===== src/assert_macros.svh =====
// Assertion macros used by the controller RTL.
`ifndef ASSERT_MACROS_SVH
`define ASSERT_MACROS_SVH

// Check a property on every rising clk edge outside reset.
`define ASSERT_CLK(label, prop, msg) \
  label: assert property (@(posedge clk) disable iff (rst) prop) else $error(msg);

// Check that a condition never holds outside reset.
`define ASSERT_NEVER(label, cond, msg) \
  `ASSERT_CLK(label, !(cond), msg)

`endif


===== src/sopc_pkg.sv =====
// Types, codes and constants of the safety output port controller.
package sopc_pkg;

  localparam int NUM_SLOTS_DEF = 8;
  localparam int MASK_W        = 8;
  localparam int FAULT_IDX_W   = 3;
  localparam int LINE_W        = 6;
  localparam int SEC_W         = 16;
  localparam int TIME_W        = 32;

  typedef enum logic [1:0] {
    OP_TICK  = 2'd0,
    OP_WRITE = 2'd1,
    OP_ADD   = 2'd2,
    OP_SAFE  = 2'd3
  } op_t;

  typedef enum logic [2:0] {
    ST_OK      = 3'd0,
    ST_UNKNOWN = 3'd1,
    ST_REFUSED = 3'd2,
    ST_FAILED  = 3'd3,
    ST_FULL    = 3'd4
  } status_t;

  typedef enum logic [3:0] {
    SEQ_IDLE = 4'b0001,
    SEQ_WDOG = 4'b0010,
    SEQ_SCAN = 4'b0100,
    SEQ_DONE = 4'b1000
  } seq_t;

  typedef struct packed {
    logic [1:0]        operation;
    logic [TIME_W-1:0] now;
    logic [LINE_W-1:0] line_number;
    logic              level_request;
    logic              line_active_high;
    logic [SEC_W-1:0]  max_on_seconds;
    logic [MASK_W-1:0] drive_fault_mask;
  } in_item_t;

  typedef struct packed {
    logic [2:0]        status;
    logic              line_level;
    logic              tripped;
    logic              link_timeout;
    logic [MASK_W-1:0] line_levels;
    logic [MASK_W-1:0] release_failed_mask;
  } out_item_t;

endpackage


===== src/safety_output_port_controller.sv =====
// Safety output port controller: slot table, level writes, ticks and watchdog.
//
// Usage: pulse start with a command word on cmd while busy is low; the word is
// taken at that edge and busy stays high until the result has been shown.
// The result word appears on result for exactly one cycle with done high; the
// receiver cannot stall it and must take it in that cycle.
// Write the watchdog limit via cfg_we / cfg_wdata only while idle; the block does not check it.
//
// One small sequencer walks the slot table one slot per cycle. Steps per command:
//   tick:        watchdog check, slot walk, result
//   force safe:  slot walk, result
//   write:       search to the matching slot (whole table if unknown), result
//   add:         duplicate search, then the new slot, result; no search when
//                the table is full
// A new command is taken the cycle after done.
// Reset (rst, synchronous) empties the table, clears the trip and watchdog
// latches, disarms the watchdog and sets the limit to zero.
module safety_output_port_controller
  import sopc_pkg::*;
#(
  parameter int NUM_SLOTS = NUM_SLOTS_DEF
) (
  input  logic             clk,
  input  logic             rst,
  input  logic             start,
  output logic             busy,
  input  in_item_t         cmd,
  input  logic             cfg_we,
  input  logic [SEC_W-1:0] cfg_wdata,
  output logic             done,
  output out_item_t        result
);

  localparam int SLOT_W = (NUM_SLOTS > 1) ? $clog2(NUM_SLOTS) : 1;
  localparam int CNT_W  = $clog2(NUM_SLOTS + 1);

  seq_t              state;
  in_item_t          item;
  logic [CNT_W-1:0]  idx;
  logic              fire;
  status_t           status;
  logic              line_level;

  logic [SEC_W-1:0]  watchdog_seconds;
  logic [TIME_W-1:0] last_write_time;
  logic              watchdog_latch;
  logic              trip_latch;
  logic [CNT_W-1:0]  slot_count;

  logic [LINE_W-1:0] slot_line           [NUM_SLOTS];
  logic              slot_polarity       [NUM_SLOTS];
  logic [SEC_W-1:0]  slot_max_on         [NUM_SLOTS];
  logic              slot_active         [NUM_SLOTS];
  logic [TIME_W:0]   slot_deadline       [NUM_SLOTS];
  logic              slot_release_failed [NUM_SLOTS];

  logic [SLOT_W-1:0] idx_s;
  logic              in_range;
  logic              fault;
  logic              due;
  logic              full;
  logic              line_hit;
  logic              add_commit;
  logic              accept;
  logic              fire_next;
  logic signed [TIME_W+1:0] silence;
  logic [MASK_W-1:0] levels;
  logic [MASK_W-1:0] relmask;

  assign accept = start && (state == SEQ_IDLE);
  assign busy   = (state != SEQ_IDLE);
  assign done   = (state == SEQ_DONE);

  always_comb begin
    idx_s    = idx[SLOT_W-1:0];
    in_range = (idx < slot_count);
    fault    = item.drive_fault_mask[FAULT_IDX_W'(idx_s)];
    due      = slot_active[idx_s] && (slot_deadline[idx_s] != '0) &&
               ({1'b0, item.now} >= slot_deadline[idx_s]);
    full     = (slot_count >= CNT_W'(NUM_SLOTS));
    line_hit = (slot_line[idx_s] == item.line_number);
    add_commit = (state == SEQ_SCAN) && (op_t'(item.operation) == OP_ADD) &&
                 !full && !in_range && !fault;
  end

  // Signed silence since the last write, compared against the limit.
  always_comb begin
    silence   = $signed({2'b00, item.now}) - $signed({2'b00, last_write_time});
    fire_next = (watchdog_seconds != '0) && (last_write_time != '0) && !watchdog_latch &&
                (silence > $signed({{(TIME_W + 2 - SEC_W){1'b0}}, watchdog_seconds}));
  end

  // Slot payload: written only when an add commits.
  always_ff @(posedge clk) begin
    if (add_commit) begin
      slot_line[idx_s]     <= item.line_number;
      slot_polarity[idx_s] <= item.line_active_high;
      slot_max_on[idx_s]   <= item.max_on_seconds;
    end
  end

  always_ff @(posedge clk) begin
    if (rst) begin
      state            <= SEQ_IDLE;
      idx              <= '0;
      fire             <= 1'b0;
      status           <= ST_OK;
      line_level       <= 1'b0;
      watchdog_seconds <= '0;
      last_write_time  <= '0;
      watchdog_latch   <= 1'b0;
      trip_latch       <= 1'b0;
      slot_count       <= '0;
      for (int i = 0; i < NUM_SLOTS; i++) begin
        slot_active[i]         <= 1'b0;
        slot_deadline[i]       <= '0;
        slot_release_failed[i] <= 1'b0;
      end
    end else begin
      if (cfg_we) begin
        watchdog_seconds <= cfg_wdata;
      end
      case (state)
        SEQ_IDLE: begin
          if (accept) begin
            item       <= cmd;
            idx        <= '0;
            fire       <= 1'b0;
            status     <= ST_OK;
            line_level <= 1'b0;
            if (op_t'(cmd.operation) == OP_WRITE) begin
              last_write_time <= cmd.now;
              watchdog_latch  <= 1'b0;
            end
            state <= (op_t'(cmd.operation) == OP_TICK) ? SEQ_WDOG : SEQ_SCAN;
          end
        end
        SEQ_WDOG: begin
          fire <= fire_next;
          if (fire_next) begin
            watchdog_latch <= 1'b1;
          end
          state <= SEQ_SCAN;
        end
        SEQ_SCAN: begin
          case (op_t'(item.operation))
            OP_TICK, OP_SAFE: begin
              if (in_range) begin
                if (fire || (op_t'(item.operation) == OP_SAFE)) begin
                  if (fault) begin
                    slot_release_failed[idx_s] <= 1'b1;
                    trip_latch                 <= 1'b1;
                    status                     <= ST_FAILED;
                  end else begin
                    slot_active[idx_s]         <= 1'b0;
                    slot_deadline[idx_s]       <= '0;
                    slot_release_failed[idx_s] <= 1'b0;
                  end
                end else if (due) begin
                  if (fault) begin
                    slot_release_failed[idx_s] <= 1'b1;
                    trip_latch                 <= 1'b1;
                    status                     <= ST_FAILED;
                  end else begin
                    slot_active[idx_s]   <= 1'b0;
                    slot_deadline[idx_s] <= '0;
                  end
                end
                idx <= idx + CNT_W'(1);
              end else begin
                state <= SEQ_DONE;
              end
            end
            OP_WRITE: begin
              if (in_range) begin
                if (line_hit) begin
                  if (item.level_request && trip_latch) begin
                    status     <= ST_REFUSED;
                    line_level <= slot_active[idx_s];
                  end else if (fault) begin
                    status     <= ST_FAILED;
                    line_level <= slot_active[idx_s];
                    if (!item.level_request) begin
                      slot_release_failed[idx_s] <= 1'b1;
                      trip_latch                 <= 1'b1;
                    end
                  end else begin
                    slot_active[idx_s]         <= item.level_request;
                    slot_release_failed[idx_s] <= 1'b0;
                    line_level                 <= item.level_request;
                    if (item.level_request && (slot_max_on[idx_s] != '0)) begin
                      slot_deadline[idx_s] <= {1'b0, item.now} +
                                              {{(TIME_W + 1 - SEC_W){1'b0}}, slot_max_on[idx_s]};
                    end else begin
                      slot_deadline[idx_s] <= '0;
                    end
                  end
                  state <= SEQ_DONE;
                end else begin
                  idx <= idx + CNT_W'(1);
                end
              end else begin
                status <= ST_UNKNOWN;
                state  <= SEQ_DONE;
              end
            end
            OP_ADD: begin
              if (full) begin
                status <= ST_FULL;
                state  <= SEQ_DONE;
              end else if (in_range) begin
                if (line_hit) begin
                  status <= ST_FULL;
                  state  <= SEQ_DONE;
                end else begin
                  idx <= idx + CNT_W'(1);
                end
              end else begin
                // Search reached the first free slot: bring it up released, or fail on a fault.
                if (fault) begin
                  status <= ST_FAILED;
                end else begin
                  slot_active[idx_s]         <= 1'b0;
                  slot_deadline[idx_s]       <= '0;
                  slot_release_failed[idx_s] <= 1'b0;
                  slot_count                 <= slot_count + CNT_W'(1);
                end
                state <= SEQ_DONE;
              end
            end
            default: begin
              state <= SEQ_DONE;
            end
          endcase
        end
        SEQ_DONE: begin
          state <= SEQ_IDLE;
        end
        default: begin
          state <= SEQ_IDLE;
        end
      endcase
    end
  end

  // Map each slot in use through its polarity.
  always_comb begin
    levels  = '0;
    relmask = '0;
    for (int i = 0; i < NUM_SLOTS; i++) begin
      if (CNT_W'(i) < slot_count) begin
        levels[i]  = slot_active[i] ? slot_polarity[i] : !slot_polarity[i];
        relmask[i] = slot_release_failed[i];
      end
    end
  end

  always_comb begin
    result.status              = status;
    result.line_level          = line_level;
    result.tripped             = trip_latch;
    result.link_timeout        = watchdog_latch;
    result.line_levels         = levels;
    result.release_failed_mask = relmask;
  end

`include "assert_macros.svh"

  `ASSERT_CLK(a_accept_busy, start && !busy |=> busy, "accepted word did not raise busy")
  `ASSERT_CLK(a_done_idle, done |=> !busy, "block stayed busy after its result")
  `ASSERT_NEVER(a_trip_held, $fell(trip_latch), "trip latch cleared outside reset")
  `ASSERT_NEVER(a_count_range, slot_count > CNT_W'(NUM_SLOTS), "slot count beyond table size")

endmodule

===== config.mk =====
export PLATFORM = sky130hd
export DESIGN_NAME = safety_output_port_controller
export DESIGN_NICKNAME = d
export VERILOG_FILES = /design/src/sopc_pkg.sv /design/src/safety_output_port_controller.sv
export VERILOG_INCLUDE_DIRS = /design/src /design/src/src
export SDC_FILE = /design/constraint.sdc
export NUM_CORES = 1
export LEC_CHECK = 0
export ABC_AREA = 1
export ABC_CLOCK_PERIOD_IN_PS = 5600
export BUFFER_PORTS_ARGS = -buffer_cell sky130_fd_sc_hd__buf_2
export CAP_MARGIN = 20
export CORE_MARGIN = 2
export CORE_UTILIZATION = 40
export DETAILED_ROUTE_END_ITERATION = 10
export HOLD_SLACK_MARGIN = 0.06
export PLACE_DENSITY = 0.63
export SETUP_SLACK_MARGIN = 0.5
export SYNTH_ARGS = -nofsm -noshare
export SYNTH_HDL_FRONTEND = slang
export SYNTH_SLANG_ARGS = --single-unit

===== constraint.sdc =====
create_clock -name clk -period 5.6 [get_ports clk]
set_input_delay 0.28 -clock clk [delete_from_list [all_inputs] [get_ports clk]]
set_output_delay 0.28 -clock clk [all_outputs]
set_load 0.005 [all_outputs]

* After elaboration in Yosys (flattened, before gate mapping)
Memories as Yosys holds them, arrays and structs flattened. A register that Yosys moved wholly into a read port is not among the register bits.
Index checks and enable logic that the tools add are counted.
** Word-level totals
- Bits in registers :: 133
- Latch bits :: 0
- Memory bits (writable) :: 464
- Memory bits (read-only) :: 0
- Input port bits :: 86
- Word-level logic and storage cells :: 310
- Memories kept :: 6
** Cells by class
- Add/subtract/negate cells :: 4
- $mul :: 0
- Div/mod/pow operators :: 0
- Magnitude comparators :: 13
- Eq/ne operators :: 29
- Shift operators :: 0
- Multiplexer cells :: 177
- Bitwise logic cells :: 16
- Reduce and logical (&&, ||, !) cells :: 48
** Memories
- slot_deadline :: words 8, width 33, read ports 1, clocked after memory_dff 1, write ports 8, line safety_output_port_controller.sv:54 : logic [TIME_W:0] slot_deadline [NUM_SLOTS];
- slot_max_on :: words 8, width 16, read ports 1, clocked after memory_dff 1, write ports 1, line safety_output_port_controller.sv:52 : logic [SEC_W-1:0] slot_max_on [NUM_SLOTS];
- slot_line :: words 8, width 6, read ports 1, clocked after memory_dff 1, write ports 1, line safety_output_port_controller.sv:50 : logic [LINE_W-1:0] slot_line [NUM_SLOTS];
- slot_active :: words 8, width 1, read ports 9, clocked after memory_dff 1, write ports 8, line safety_output_port_controller.sv:53 : logic slot_active [NUM_SLOTS];
- slot_polarity :: words 8, width 1, read ports 8, clocked after memory_dff 0, write ports 1, line safety_output_port_controller.sv:51 : logic slot_polarity [NUM_SLOTS];
- slot_release_failed :: words 8, width 1, read ports 8, clocked after memory_dff 0, write ports 8, line safety_output_port_controller.sv:55 : logic slot_release_failed [NUM_SLOTS];
** Operators by type and width (count)
- $mux 33 :: 5
- $mux 1 :: 128
- $mux 3 :: 23
- $mux 4 :: 10
- $pmux 4 s3 :: 3
- $add 32x16->33 :: 1
- $ge 32x33->1 :: 1
- $gt 33x17->1 :: 1
- $reduce_bool 33->1 :: 1
- $reduce_or 33->1 :: 1
- $sub 32x32->33 :: 1
- $reduce_bool 16->1 :: 2
- $reduce_bool 32->1 :: 1
- $ne 2x2->1 const B :: 10
- $lt 3x4->1 const A :: 4
- $logic_and 1x1->1 :: 12
- $logic_not 1->1 :: 12
- $ne 3x3->1 const B :: 4
- $or 1x1->1 :: 12
- $reduce_and 5->1 :: 2
- $pmux 3 s3 :: 1
- $reduce_and 9->1 :: 1
- $add 4x1->4 const B :: 2
- $lt 1x4->1 const A :: 2
- 29 further kinds :: 47

* Depth between registers and ports, before layout
- Depth after elaboration :: 16
- Depth in mapped cells :: 30
- Mapped depth without buffers :: 30

* Worst setup path after synthesis
No wires, ideal clock.
- Path kind :: reg2reg
- From :: register slot_count[3]
- To :: memory slot_line[0][0] (enable)
- Arrival :: 4.067 ns
- Setup slack :: 1.072 ns
- Stages on the path, launching flop included :: 11
- Buffers on the path :: 2
- Cell sequence :: dfxtp_1 -> clkbuf_1 -> inv_1 -> ha_1 -> o211ai_1 -> and2_1 -> nor2_1 -> nor3b_2 -> inv_1 -> clkbuf_1 -> nor4_1
** On the way
- Cells in the longest elaborated chain, start to end :: 7
- Elaborated cells on any way between the ends :: 9
- Classes of those cells :: order compare (2); mux (2); reduce/logical (5)
** Ends and longest elaborated chain
- start: declaration :: line safety_output_port_controller.sv:48 : logic [CNT_W-1:0] slot_count;
- start signal: assignment :: line safety_output_port_controller.sv:226 : slot_count <= slot_count + CNT_W'(1);
- $ge 4x4->1 :: line safety_output_port_controller.sv:80 : full = (slot_count >= CNT_W'(NUM_SLOTS));
- $logic_not 1->1 :: line safety_output_port_controller.sv:83 : !full && !in_range && !fault;
- $logic_and 1x1->1 :: line safety_output_port_controller.sv:82 : add_commit = (state == SEQ_SCAN) && (op_t'(item.operation) == OP_ADD) &&
- $logic_and 1x1->1 * (2 in a row) :: line safety_output_port_controller.sv:83
- $mux 1 * :: line safety_output_port_controller.sv:95 : if (add_commit) begin
- $mux 1 (not written as such) * :: line safety_output_port_controller.sv:96 : slot_line[idx_s] <= item.line_number;
- end: declaration :: line safety_output_port_controller.sv:50
Every way passes the cells marked *; elsewhere a longest branch is shown, timed or not.

==> run_results.csv <==
group,metric,value,unit
setup_path,crit_path_end_kind,"flop",
setup_path,crit_end,"slot_deadline[1][16]",
power,pwr-share-clk,29.3,%
layout,final_util,47.1,%
route,post_drt_wl_per_cell,20.3,µm
setup_path,crit_required,5860,ps
route,wl_met3,8090,µm
setup_path,ff2ff_setup_slack,880,ps
power,ir_worst_vdd,248,µV
timing,max_freq,212,MHz
layout,final_cell_mix,"nor2_1 (668), edfxtp_1 (530), nand2_1 (436)",
layout,fillers,6842,
worst_hold_path,min_from,"start",
route,drtPass1Iterations,9,
route,viasPerCell,5.44,
grt,grt_pass1_vias,22545,
power,comb_power_share,34.4,%
floorplanning,start_util,40.5,%
grt,grt_overflow,0,
setup_path,critPathLaunchType,"flop",
synth,syn_inst,3116,
floorplanning,die_h,276,µm
setup_path,crit_arrival,4980,ps
floorplanning,rows,99,
synth,avgSynthCellArea,9.49,µm²
power,p_leak,0.0132,µW
synth,synth_edf_count,530,
route,ant_nets,0,
synth,ys_ff_latch,600,
outcome,outcome,"finished, violations left",
route,vias,23502,
setup_path,max_stage_delay,470,ps
power,p_int,9340,µW
clock_tree,cts_tree,"built",
setup_path,r2r-end,"slot_deadline[1][16]",
flow_run,cap_violations,0,
power,power.share.switching,37.0,%
setup_path,cp_max_fo,116,
timing,worst_slack,879,ps
worst_hold_path,hold_class,"input port to flop",
power,power_frac_seq,36.3,%
place,dpl.hpwl,56800,µm
timing,rsz0062_at_grt,"no",
clock_tree,clock-sinks,600,
layout,syn2layout_area_growth,16.4,%
setup_path,path_depth,21,
setup_path,r2r_cells,21,
layout,fin_nets,3505,
timing,tightest_slew,1140,ps
route,routed_wl,87600,µm
grt,grt_pass1_wl,134000,µm
timing,setup_violations,0,
route,wl_met1,37200,µm
layout,final_common_cell,"nor2_1",
setup_path,path_cells,"buf_12 > buf_4 > nor2_1 > nor2_1 > o21ai_0 > o211ai_1 > o21ai_0 > ha_1 > nand4_1 > nor4_1 > nand2_1 > nand2_1 > nand2_1 > nand2_1 > nand2_2 > o21ai_4 > buf_4 > buf_4 > nand2_4 > nand2_2 > buf_4",
synth,synthesis.nets,3309,
clock_tree,clock_latency,620,ps
layout,final_layout_size_suffix_gt1_share,9.88,%
floorplanning,dieArea,76200,µm²
layout,finalNonFillerCells,4321,
timing,fin_crit,4720,ps
synth,synthArstFlopShare,0,%
route,maxUsedRoutingLayer,"met4",
setup_path,criticalPathCategory,"flop to flop",
synth,synth_cell_types,47,
clock_tree,cts_buffers,67,
clock_tree,htreeDepth,3,
place,globalplace.congestion,0.917,
timing,finClkSkew,29.4,ps
setup_path,cpMaxStageDelayCell,"nor4_1",
timing,max_slew_margin,23.9,%
floorplanning,core_area,73100,µm²
route,route.detailed.drc,4,
synth,yosys_warnings,0,
clock_tree,cts_buffer_depth,3,
synth,netlist_area,29600,µm²
outcome,violations,"design-rule violations",
grt,antenna_found_initial,0,
timing,hold_viol,0,
floorplanning,ios,110,
clock_tree,cts_root_buf,"clkbuf_16",
power,power_density,431,nW/µm²
power,net-switching-power,5490,µW
timing,final.setup.tns,0,ps
timing,period_share,84.3,%
setup_path,cpLargestDelayFamily,"buffers and inverters",
floorplanning,chipWidth,276,µm
timing,slew_violations,0,
route,routed-wl-met2,39300,µm
route,drt_iter0_markers,2451,
clock_tree,path_clk_slew,60,ps
place,io_buffer_count,109,
grt,grt_usage,23.2,%
synth,seq_area_frac_synth,58.5,%
power,finalPower,14800,µW
grt,grt_max_degree,117,
synth,synth_ff_type,"edfxtp_1",
place,dp.cells,4114,
setup_path,critPathBufInv,5,
place,post-place-ws,798,ps
power by group through the flow:
stage / clock network, µW / logic [µW] / registers, µW
after detailed placement: 0 / 4970 / 5470
after CTS: 4390 / 5050 / 5380
final: 4340 / 5110 / 5390
after global routing: 4560 / 5760 / 5410
after floorplan: 0 / 3570 / 5360
after global placement: 0 / 4920 / 5470
flip-flops by register name (all words and copies together) (netlist names), 4 cells and up, named ones only:
register and count:
slot_active 8, last_write_time 32, slot_release_failed 8, slot_polarity 8, item 66, slot_max_on 128, slot_line 48, idx 4
state 4, slot_deadline 264, watchdog_seconds 16, slot_count 4
worst reg2reg max path, stage by stage, from the launching register on:
cell and delay [ps]:
dfxtp_4 380, buf_12 330, buf_4 620, nor2_1 110, nor2_1 80, o21ai_0 80
o211ai_1 90, o21ai_0 160, ha_1 350, nand4_1 170, nor4_1 470, nand2_1 110
nand2_1 80, nand2_1 40, nand2_1 120, nand2_2 130, o21ai_4 180, buf_4 210
buf_4 140, nand2_4 40, nand2_2 90, buf_4 370
how the worst min path moves through the flow:
| stage | end | slack [ps] | cells past startpoint |
|---|---|---|---|
| final | state[0] | 100 | 4 |
| after global routing | state[0] | 130 | 4 |
| after CTS | state[0] | 70 | 4 |
| after detailed placement | item[19] | 460 | 1 |
| after global placement | item[20] | 460 | 1 |
| after floorplan | item[0] | 380 | 0 |
cell type report:
type | count | area [µm²] | area share [%]
sequential | 600 | 17300 | 50.3
multi-input combinational | 2112 | 10700 | 31.0
timing repair buffer | 268 | 2110 | 6.13
clock buffer | 84 | 1830 | 5.33
tap | 959 | 1200 | 3.48
inverter | 263 | 992 | 2.88
clock inverter | 34 | 297 | 0.861
antenna | 1 | 2.50 | 0.00727
timing repair:
| action | in CTS | in global routing |
|---|---|---|
| hold buffers | 83 | 0 |
| buffers inserted | 0 | 4 |
| gates resized for setup | 0 | 1 |
| endpoints found under the setup margin | 0 | 93 |
| endpoints found under the hold margin | 118 | 0 |
routing by layer:
layer | GRT usage (%) | vias up
li1 | - | 11115
met1 | 31.5 | 11233
met2 | 36.4 | 981
met3 | 5.50 | 173
met4 | 7.87 | 0
met5 | 0 | -
metrics by stage:
stage / hold slack, ps / instance area, µm²
3_5_place_dp: 458 / 31400
3_3_place_gp: 456 / 31400
6_report: 103 / 34400
2_1_floorplan: 379 / 29600
5_1_grt: 125 / 34400
4_1_cts: 69.6 / 34400
Yosys cell counts (all sizes together) (8+ instances only):
master    n  area (µm²)
dfxtp    70        1400
o21ai   360        1810
o21bai   10        82.6
nor3     24         120
ha      105        1310
or2       9        56.3
o211ai   28         210
nand2   455        1770
nand4    45         282
inv     260         976
clkbuf   51         191
nor4     21         131
nor2    676        2540
o22ai    73         457
edfxtp  530       15900
a21oi   143         716
a31oi     8        50.1
nand3    82         410
buf      90         497
xor2     30         263
logic make-up after synthesis:
family | Yosys count | share of synthesized area, %
adder cells (fa/ha/maj) | 107 | 4.58
buffers and inverters | 404 | 5.66
flip-flops | 600 | 58.5
AO/OA/AOI/OAI | 647 | 11.9
AND/OR/NAND/NOR | 1321 | 18.2
XOR/XNOR | 37 | 1.10
Power figures use the tool's default switching activity.
